[src/hdl/skt_pkg.sv]
// Shared types and constants of the smallest-k tracker.
package skt_pkg;

	localparam int VALUE_W = 32;
	localparam int KEEP_W  = 5;

	localparam logic [KEEP_W-1:0] KEEP_RESET = 5'd4;

	typedef logic signed [VALUE_W-1:0] value_t;
	typedef logic [KEEP_W-1:0] keep_t;

	typedef struct packed {
		logic insert;
		logic shift;
		logic flush;
	} cell_ctrl_t;

endpackage

[src/hdl/skt_channels.sv]
// Channel interfaces of the smallest-k tracker: samples, results and configuration.
interface skt_sample_if;
	logic           valid;
	logic           ready;
	skt_pkg::value_t sample;
	logic           end_of_set;

	modport source (output valid, output sample, output end_of_set, input ready);
	modport sink (input valid, input sample, input end_of_set, output ready);
endinterface

interface skt_result_if;
	logic            valid;
	logic            ready;
	skt_pkg::value_t smallest_value;
	logic            final_result;
	logic            too_few_items;

	modport source (output valid, output smallest_value, output final_result,
		output too_few_items, input ready);
	modport sink (input valid, input smallest_value, input final_result,
		input too_few_items, output ready);
endinterface

interface skt_cfg_if;
	logic           valid;
	logic           ready;
	skt_pkg::keep_t keep_count;

	modport source (output valid, output keep_count, input ready);
	modport sink (input valid, input keep_count, output ready);
endinterface

[src/hdl/skt_cell.sv]
// One compare-and-shift cell of the sorted chain.
module skt_cell (
	input  logic                clk,
	input  logic                arst_n,
	input  skt_pkg::cell_ctrl_t ctrl,
	input  logic                active,
	input  skt_pkg::value_t     sample,
	input  skt_pkg::value_t     left_value,
	input  logic                left_less,
	input  logic                left_valid,
	input  skt_pkg::value_t     right_value,
	output skt_pkg::value_t     value,
	output logic                less,
	output logic                valid,
	output logic                valid_next
);

	skt_pkg::value_t value_q;
	logic            valid_q;

	assign value      = value_q;
	assign valid      = valid_q;
	assign less       = active & (~valid_q | (sample < value_q));
	assign valid_next = active & (valid_q | left_valid);

	always_ff @(posedge clk) begin
		if (ctrl.shift) begin
			value_q <= right_value;
		end else if (ctrl.insert && less) begin
			value_q <= left_less ? left_value : sample;
		end
	end

	always_ff @(posedge clk or negedge arst_n) begin
		if (!arst_n) begin
			valid_q <= 1'b0;
		end else if (ctrl.flush) begin
			valid_q <= 1'b0;
		end else if (ctrl.insert) begin
			valid_q <= valid_next;
		end
	end

endmodule

[src/hdl/smallest_k_tracker.sv]
// Top level of the smallest-k tracker: cell chain, drain control and configuration register.
// Keeps the k smallest signed samples of a set in a chain of MAX_KEEP compare-and-shift
// cells, ascending from cell 0; k is keep_count held between 1 and MAX_KEEP. While a set
// streams in, one sample request is taken every cycle and inserted in a single step. The
// request marked end_of_set is inserted too; then the chain drains through cell 0 into the
// result channel, one result per accepted result request: k results with the last marked,
// or a single result flagged too_few_items when the set held fewer than k samples. The
// sample channel is held off for the whole drain. Reset clears the valid bits of the cells
// at once; no clearing pass is needed. The user must write keep_count only while the block
// is idle; the block itself does not enforce this.
module smallest_k_tracker #(
	parameter int MAX_KEEP = 16
) (
	input  logic         clk,
	input  logic         arst_n,
	skt_sample_if.sink   samples,
	skt_result_if.source results,
	skt_cfg_if.sink      cfg
);

	localparam int CW = $clog2(MAX_KEEP + 1);
	localparam int EW = (CW > skt_pkg::KEEP_W) ? CW : skt_pkg::KEEP_W;
	localparam logic [EW-1:0] MAX_E = EW'(MAX_KEEP);

	skt_pkg::keep_t      keep_count_q;
	logic                draining_q;
	logic                too_few_q;
	logic [CW-1:0]       rem_q;

	logic [EW-1:0]       k_ext;
	logic [EW-1:0]       k_sat;
	logic [CW-1:0]       k_eff;
	logic                in_fire;
	logic                out_fire;
	logic                last_result;
	logic                full;
	skt_pkg::cell_ctrl_t ctrl;

	skt_pkg::value_t     values [MAX_KEEP];
	logic [MAX_KEEP-1:0] less;
	logic [MAX_KEEP-1:0] valid;
	logic [MAX_KEEP-1:0] valid_next;
	logic [MAX_KEEP-1:0] active;

	assign cfg.ready = 1'b1;

	always_ff @(posedge clk or negedge arst_n) begin
		if (!arst_n) begin
			keep_count_q <= skt_pkg::KEEP_RESET;
		end else if (cfg.valid) begin
			keep_count_q <= cfg.keep_count;
		end
	end

	// saturate k into 1 .. MAX_KEEP
	always_comb begin
		k_ext = EW'(keep_count_q);
		k_sat = k_ext;
		if (k_ext == '0) begin
			k_sat = EW'(1);
		end else if (k_ext > MAX_E) begin
			k_sat = MAX_E;
		end
		k_eff = k_sat[CW-1:0];
	end

	assign in_fire     = samples.valid & samples.ready;
	assign out_fire    = results.valid & results.ready;
	assign last_result = (rem_q == CW'(1));

	assign ctrl.insert = in_fire;
	assign ctrl.shift  = out_fire & ~too_few_q;
	assign ctrl.flush  = out_fire & last_result;

	assign full = &(valid_next | ~active);

	genvar i;
	generate
		for (i = 0; i < MAX_KEEP; i++) begin : g_cell
			skt_pkg::value_t left_value;
			skt_pkg::value_t right_value;
			logic            left_less;
			logic            left_valid;

			assign active[i] = (k_eff > CW'(i));

			if (i == 0) begin : g_head
				assign left_value = samples.sample;
				assign left_less  = 1'b0;
				assign left_valid = 1'b1;
			end else begin : g_body
				assign left_value = values[i-1];
				assign left_less  = less[i-1];
				assign left_valid = valid[i-1];
			end

			if (i == MAX_KEEP - 1) begin : g_tail
				assign right_value = values[i];
			end else begin : g_inner
				assign right_value = values[i+1];
			end

			skt_cell u_cell (
				.clk         (clk),
				.arst_n      (arst_n),
				.ctrl        (ctrl),
				.active      (active[i]),
				.sample      (samples.sample),
				.left_value  (left_value),
				.left_less   (left_less),
				.left_valid  (left_valid),
				.right_value (right_value),
				.value       (values[i]),
				.less        (less[i]),
				.valid       (valid[i]),
				.valid_next  (valid_next[i])
			);
		end
	endgenerate

	always_ff @(posedge clk or negedge arst_n) begin
		if (!arst_n) begin
			draining_q <= 1'b0;
			too_few_q  <= 1'b0;
			rem_q      <= '0;
		end else if (in_fire && samples.end_of_set) begin
			draining_q <= 1'b1;
			too_few_q  <= ~full;
			rem_q      <= full ? k_eff : CW'(1);
		end else if (out_fire) begin
			if (last_result) begin
				draining_q <= 1'b0;
			end
			rem_q <= rem_q - CW'(1);
		end
	end

	assign samples.ready          = ~draining_q;
	assign results.valid          = draining_q;
	assign results.smallest_value = too_few_q ? '0 : values[0];
	assign results.final_result   = last_result;
	assign results.too_few_items  = too_few_q;

endmodule
[src/flat_wrapper.sv]
// flat-port wrapper written by rule: the top's interface ports become plain ports
module smallest_k_tracker_flat 
#(
	parameter int MAX_KEEP = 16
)
  (clk, arst_n, samples_valid, samples_sample, samples_end_of_set, samples_ready, results_valid, results_smallest_value, results_final_result, results_too_few_items, results_ready, cfg_valid, cfg_keep_count, cfg_ready);
  skt_sample_if samples_i ();
  skt_result_if results_i ();
  skt_cfg_if cfg_i ();
  input  logic clk;
  input  logic arst_n;
  input wire logic [$bits(samples_i.valid)-1:0] samples_valid;
  input wire logic [$bits(samples_i.sample)-1:0] samples_sample;
  input wire logic [$bits(samples_i.end_of_set)-1:0] samples_end_of_set;
  output wire logic [$bits(samples_i.ready)-1:0] samples_ready;
  output wire logic [$bits(results_i.valid)-1:0] results_valid;
  output wire logic [$bits(results_i.smallest_value)-1:0] results_smallest_value;
  output wire logic [$bits(results_i.final_result)-1:0] results_final_result;
  output wire logic [$bits(results_i.too_few_items)-1:0] results_too_few_items;
  input wire logic [$bits(results_i.ready)-1:0] results_ready;
  input wire logic [$bits(cfg_i.valid)-1:0] cfg_valid;
  input wire logic [$bits(cfg_i.keep_count)-1:0] cfg_keep_count;
  output wire logic [$bits(cfg_i.ready)-1:0] cfg_ready;
  assign samples_i.valid = samples_valid;
  assign samples_i.sample = samples_sample;
  assign samples_i.end_of_set = samples_end_of_set;
  assign samples_ready = samples_i.ready;
  assign results_valid = results_i.valid;
  assign results_smallest_value = results_i.smallest_value;
  assign results_final_result = results_i.final_result;
  assign results_too_few_items = results_i.too_few_items;
  assign results_i.ready = results_ready;
  assign cfg_i.valid = cfg_valid;
  assign cfg_i.keep_count = cfg_keep_count;
  assign cfg_ready = cfg_i.ready;
  smallest_k_tracker #(.MAX_KEEP(MAX_KEEP)) u_core (.clk(clk), .arst_n(arst_n), .samples(samples_i), .results(results_i), .cfg(cfg_i));
endmodule
[config.mk]
export PLATFORM = sky130hd
export DESIGN_NAME = smallest_k_tracker_flat
export DESIGN_NICKNAME = d
export VERILOG_FILES = /design/src/hdl/skt_pkg.sv /design/src/hdl/skt_channels.sv /design/src/hdl/skt_cell.sv /design/src/hdl/smallest_k_tracker.sv /design/src/flat_wrapper.sv
export SDC_FILE = /design/constraint.sdc
export NUM_CORES = 2
export LEC_CHECK = 0
export BUFFER_PORTS_ARGS = -buffer_cell sky130_fd_sc_hd__buf_2
export CELL_PAD_IN_SITES_DETAIL_PLACEMENT = 1
export CELL_PAD_IN_SITES_GLOBAL_PLACEMENT = 1
export CORE_MARGIN = 2
export CORE_UTILIZATION = 52
export CTS_BUF_LIST = sky130_fd_sc_hd__clkbuf_2 sky130_fd_sc_hd__clkbuf_4 sky130_fd_sc_hd__clkbuf_8
export DETAILED_ROUTE_END_ITERATION = 8
export HOLD_SLACK_MARGIN = 0.03
export PLACE_DENSITY_LB_ADDON = 0.3
export REMOVE_ABC_BUFFERS = 1
export SYNTH_ARGS = -nofsm -noshare
export SYNTH_HDL_FRONTEND = slang
export SYNTH_HIERARCHICAL = 1
export SYNTH_SLANG_ARGS = --single-unit
export TNS_END_PERCENT = 50
[constraint.sdc]
create_clock -name clk -period 4.8 [get_ports clk]
set_input_delay 0.96 -clock clk [delete_from_list [all_inputs] [get_ports clk]]
set_output_delay 0.96 -clock clk [all_outputs]
set_load 0.02 [all_outputs]
; ---- Yosys cells after proc, flatten, opt, wreduce, memory -nomap -nowiden
; Cells that the tools add are included.
[op_classes]
n_mul = 0
shifts = 0
n_reduce_logical = 39
mux = 86
n_div = 0
addsub = 1
bitwise_logic = 88
order_cmp = 33
n_eq_ne = 1
[ops]
columns = operator, count
row1 = 32-bit 2-to-1 mux, 46
row2 = 32-bit < comparator, 16
row3 = 5-bit by 4-bit > comparator with 1-bit output (second input constant), 8
row4 = 2-bit nonzero test, 18
row5 = 1-bit AND, 35
row6 = 1-bit 2-to-1 mux, 35
row7 = 1-bit bitwise OR, 31
row8 = 5-bit 2-to-1 mux, 5
row9 = 5-bit by 3-bit > comparator with 1-bit output (second input constant), 4
row10 = 1-bit NOT, 20
row11 = 1-bit logical AND, 17
row12 = 16-bit NOT, 1
row13 = 16-bit bitwise OR, 1
row14 = 16-bit AND reduction, 1
row15 = 5-bit by 1-bit > comparator with 1-bit output (second input constant), 2
row16 = 5-bit by 2-bit > comparator with 1-bit output (second input constant), 2
row17 = 5-bit by 1-bit equality test with 1-bit output (second input constant), 1
row18 = 5-bit > comparator (second input constant), 1
row19 = 5-bit logical NOT, 1
row20 = 5-bit by 1-bit subtractor with 5-bit output (second input constant), 1
row21 = 2-bit AND reduction, 2
[totals]
rom_bits = 0
latchBits = 0
output_inout_bits = 37
mem_count = 0
wordCells = 284
inputBits = 43
ramBits = 0
reg_bits = 540

; ---- Depth between registers and ports, before layout
[depth]
depth_word = 9
depth_mapped = 13
ltp_nobuf = 13

; ---- Hierarchy
; Netlist, hierarchy kept.
[by_module_without_submodules]
columns = mod, area_each_um2, instances, seq_area_each_um2, cells_per_inst
row1 = skt_cell, 2534.9, 16, 985.9, 263
row2 = smallest_k_tracker, 1238.7, 1, 301.5, 157

; ---- Least setup slack after synthesis
; OpenSTA, ideal clock, no wires.
[synth_timing]
path_type = input -> register
from = in samples_valid
to = reg u_core.g_cell[0].u_cell.value_q[0], enable pin
setup_time_ns = 0.388
required_time_ns = 4.412
path_slack_ns = 0.866
arrival_ns = 3.546
n_path_buf = 0
stages = 4
cell_sequence = nor2b_2 nand3_1 a211oi_1 a211o_1
[synth_via]
elab_chain_cells = 3
[synth_lines]
columns = element, line_no
row1 = start: declaration, flat_wrapper.sv:12  ; input wire logic [$bits(samples_i.valid)-1:0] samples_valid;
row2 = 1-bit AND, smallest_k_tracker.sv:67  ; assign in_fire = samples.valid & samples.ready;
row3 = 1-bit logical AND, skt_cell.sv:29  ; end else if (ctrl.insert && less) begin
row4 = 2-bit nonzero test (no line), --
row5 = end signal: assignment, skt_cell.sv:28  ; value_q <= right_value;
row6 = end signal: assignment, skt_cell.sv:30  ; value_q <= left_less ? left_value : sample;
row7 = end: declaration, skt_cell.sv:18  ; skt_pkg::value_t value_q;
; No other way between the ends.
; A chain may end at the register's enable or synchronous reset.

; ---- Final worst setup path
[layout_timing]
from = in samples_sample[2]
to = reg u_core.g_cell[9].u_cell.value_q[3] (data pin)
[layout_via]
elab_chain_cells = 6
[layout_lines]
columns = element, line_no
row1 = start: declaration, flat_wrapper.sv:13  ; input wire logic [$bits(samples_i.sample)-1:0] samples_sample;
row2 = 32-bit < comparator, skt_cell.sv:23  ; assign less = active & (~valid_q | (sample < value_q));
row3 = 1-bit bitwise OR, skt_cell.sv:23
row4 = 1-bit AND, skt_cell.sv:23
row5 = via u_core.g_cell[9].left_less, smallest_k_tracker.sv:82  ; logic left_less;
row6 = 32-bit 2-to-1 mux, skt_cell.sv:30
row7 = 32-bit 2-to-1 mux, skt_cell.sv:29
row8 = 32-bit 2-to-1 mux, skt_cell.sv:27  ; if (ctrl.shift) begin
row9 = end signal: assignment, skt_cell.sv:28
row10 = end signal: assignment, skt_cell.sv:30
row11 = end: declaration, skt_cell.sv:18
; The timed path passes the listed nets, and every way through them passes these cells. The select of a mux whose other input is x is not followed.

==> results.json <==
{
  "grt_pass1_vias": 36321,
  "wl_um": 117000,
  "dieArea_sq_um": 82600,
  "syn_avg_cell_area_sq_um": 9.58,
  "cts_resized": 0,
  "rsz0062_at_grt": "false",
  "vdd_ir_drop_max_mv": 0.293,
  "setup_viol": 0,
  "static-leakage-power_uw": 0.0209,
  "worst_ep_arrival_time_ns": 4.27,
  "fmax_mhz": 261,
  "power_density_nw_per_um2": 453,
  "post-route-period-util_pct": 79.9,
  "period_minus_slack_ns": 3.83,
  "synth_area_sq_um": 41800,
  "drt_iter0_markers": 2065,
  "first_pass_iters": 7,
  "clock_skew_ns": 0.0234,
  "ios": 80,
  "dp_hpwl_um": 85000,
  "hold_viol": 0,
  "relSlewSlack_pct": 26.2,
  "cp_max_fo": 32,
  "drive_gt1_share_pct": 9.08,
  "max_cap_violations": 0,
  "cts_made_buffers": 100,
  "dpl_cell_area_sq_um": 43900,
  "finalSetupTns_ns": 0,
  "nets": 4975,
  "final_core_util_pct": 57.8,
  "critical_path_required_ns": 5.23,
  "grt_max_degree": 156,
  "via_per_inst": 5.96,
  "status": "finished, final reports clean",
  "syn_to_final_growth_pct": 9.67,
  "track_usage_pct": 28.2,
  "postCtsSetupBuffers": 0,
  "multiInputGateArea_sq_um": 23100,
  "cts_sinks": 540,
  "htreeDepth": 3,
  "grt_pass1_wl_um": 190000,
  "fp.dieW_um": 287,
  "synth_warnings": 6,
  "vias": 33174,
  "regArea_sq_um": 16100,
  "postCtsHoldBufs": 0,
  "ant_nets": 0,
  "endpoint_kind": "register",
  "nFillCells": 8991,
  "worst_pin_slew_ns": 1.11,
  "drv_slew": 0,
  "cts_max_path_buffers": 3,
  "crit_type": "input port to register",
  "antenna_found_initial": 1,
  "grt-ovfl-total": 0,
  "drc_errors": 0,
  "clock_latency_ns": 0.72,
  "gp_congestion": 0.836,
  "row_count": 103,
  "root_buffer": "clkbuf_8",
  "post_drt_wl_per_cell_um": 21.0,
  "crit_path_start_kind": "input port",
  "initial_core_util_pct": 52.7,
  "coreArea_sq_um": 79300,
  "die_h_um": 287,
  "cts.clk_slew.worst_paths_ns": 0.06,
  "io_buffers": 78,
  "syn_inst": 4361,
  "finalInstanceArea_sq_um": 45800,
  "hp-class": "input port to async pin",
  "cts_tree": "yes"
}
==> report_power, final <==
| group | total [uW] | internal [uW] | leakage [uW] | switching (uW) |
|---|---|---|---|---|
| registers | 8170 | 7060 | 0.00506 | 1100 |
| logic | 8070 | 3290 | 0.0148 | 4780 |
| clock network | 4520 | 2350 | 0.00104 | 2170 |
| total | 20700 | 12700 | 0.0209 | 8050 |
==> final cells by class <==
| type | count | area share, % |
|---|---|---|
| antenna | 2 | 0.0109 |
| clock buffer | 138 | 3.72 |
| clock inverter | 47 | 0.524 |
| inverter | 555 | 4.55 |
| multi-input combinational | 3084 | 50.4 |
| sequential | 540 | 35.1 |
| tap | 1050 | 2.87 |
| timing repair buffer | 153 | 2.82 |
==> cells in the final DEF, fill, tap and decap left out, types with 65 or more instances in the layout <==
cell	instances
nand2_1	575
nand4_1	65
nand3_1	97
a21o_1	80
ha_1	498
clkbuf_8	107
a21oi_1	164
mux2i_1	528
inv_1	552
o21ai_1	515
nor2_1	89
buf_2	78
edfxtp_1	512
==> path summary, 6_finish.rpt <==
kind,from,endpoint,slack (ns),cells after the start
worst max-delay path,samples_sample[2],u_core/g_cell[9].u_cell/value[3]$_DFFE_PP_,0.97,12
worst min register to register,u_core/rem_q[1]$_DFFE_PN0P_,u_core/rem_q[1]$_DFFE_PN0P_,0.55,2
min in group clk,cfg_keep_count[4],u_core/k_ext[4]$_DFFE_PN0P_,0.46,3
worst max register to register,u_core/k_ext[2]$_DFFE_PN1P_,u_core/rem_q[3]$_DFFE_PN0P_,1.30,10
worst min-delay path,arst_n,u_core/g_cell[15].u_cell/valid$_DFFE_PN0P_,0.33,1
max in group asynchronous,arst_n,u_core/results.too_few_items$_DFFE_PN0P_,3.90,1
==> metrics by stage <==
stage	worst slack (ns)	total power (uW)	hold WS (ns)	instances
after floorplan	-29.86	14000	0.488	4179
after global placement	0.379	15600	0.532	5382
after detailed placement	0.262	16200	0.544	5382
after CTS	0.998	20800	0.300	5567
after global routing	0.829	22000	0.348	5568
final	0.966	20700	0.332	5569
==> flip-flops by register name, summed over array words and instances (netlist names) <==
signal / cells
u_core/g_cell.u_cell/value: 512
u_core/g_cell.u_cell/valid: 16
u_core/k_ext: 5
u_core/rem_q: 5
u_core/results.too_few_items: 1
u_core/results.valid: 1
==> worst max-delay path: stages <==
cell      delay, ns
buf_2          0.52
buf_4          0.24
ha_1           0.22
o21a_1         0.17
o21ai_0        0.19
o21ai_1        0.15
a2111o_1       0.56
a21o_1         0.24
a211oi_4       0.25
buf_12         0.30
mux2i_1        0.31
o21ai_1        0.10
==> layer usage <==
metal	global-route usage (%)	up-vias	routed length [um]
met5	0	-	0
met3	3.24	206	3950
li1	-	15818	-
met1	35.7	16567	51400
met4	7.94	0	2770
met2	50.5	583	58900
(Power assumes the default switching activity.)
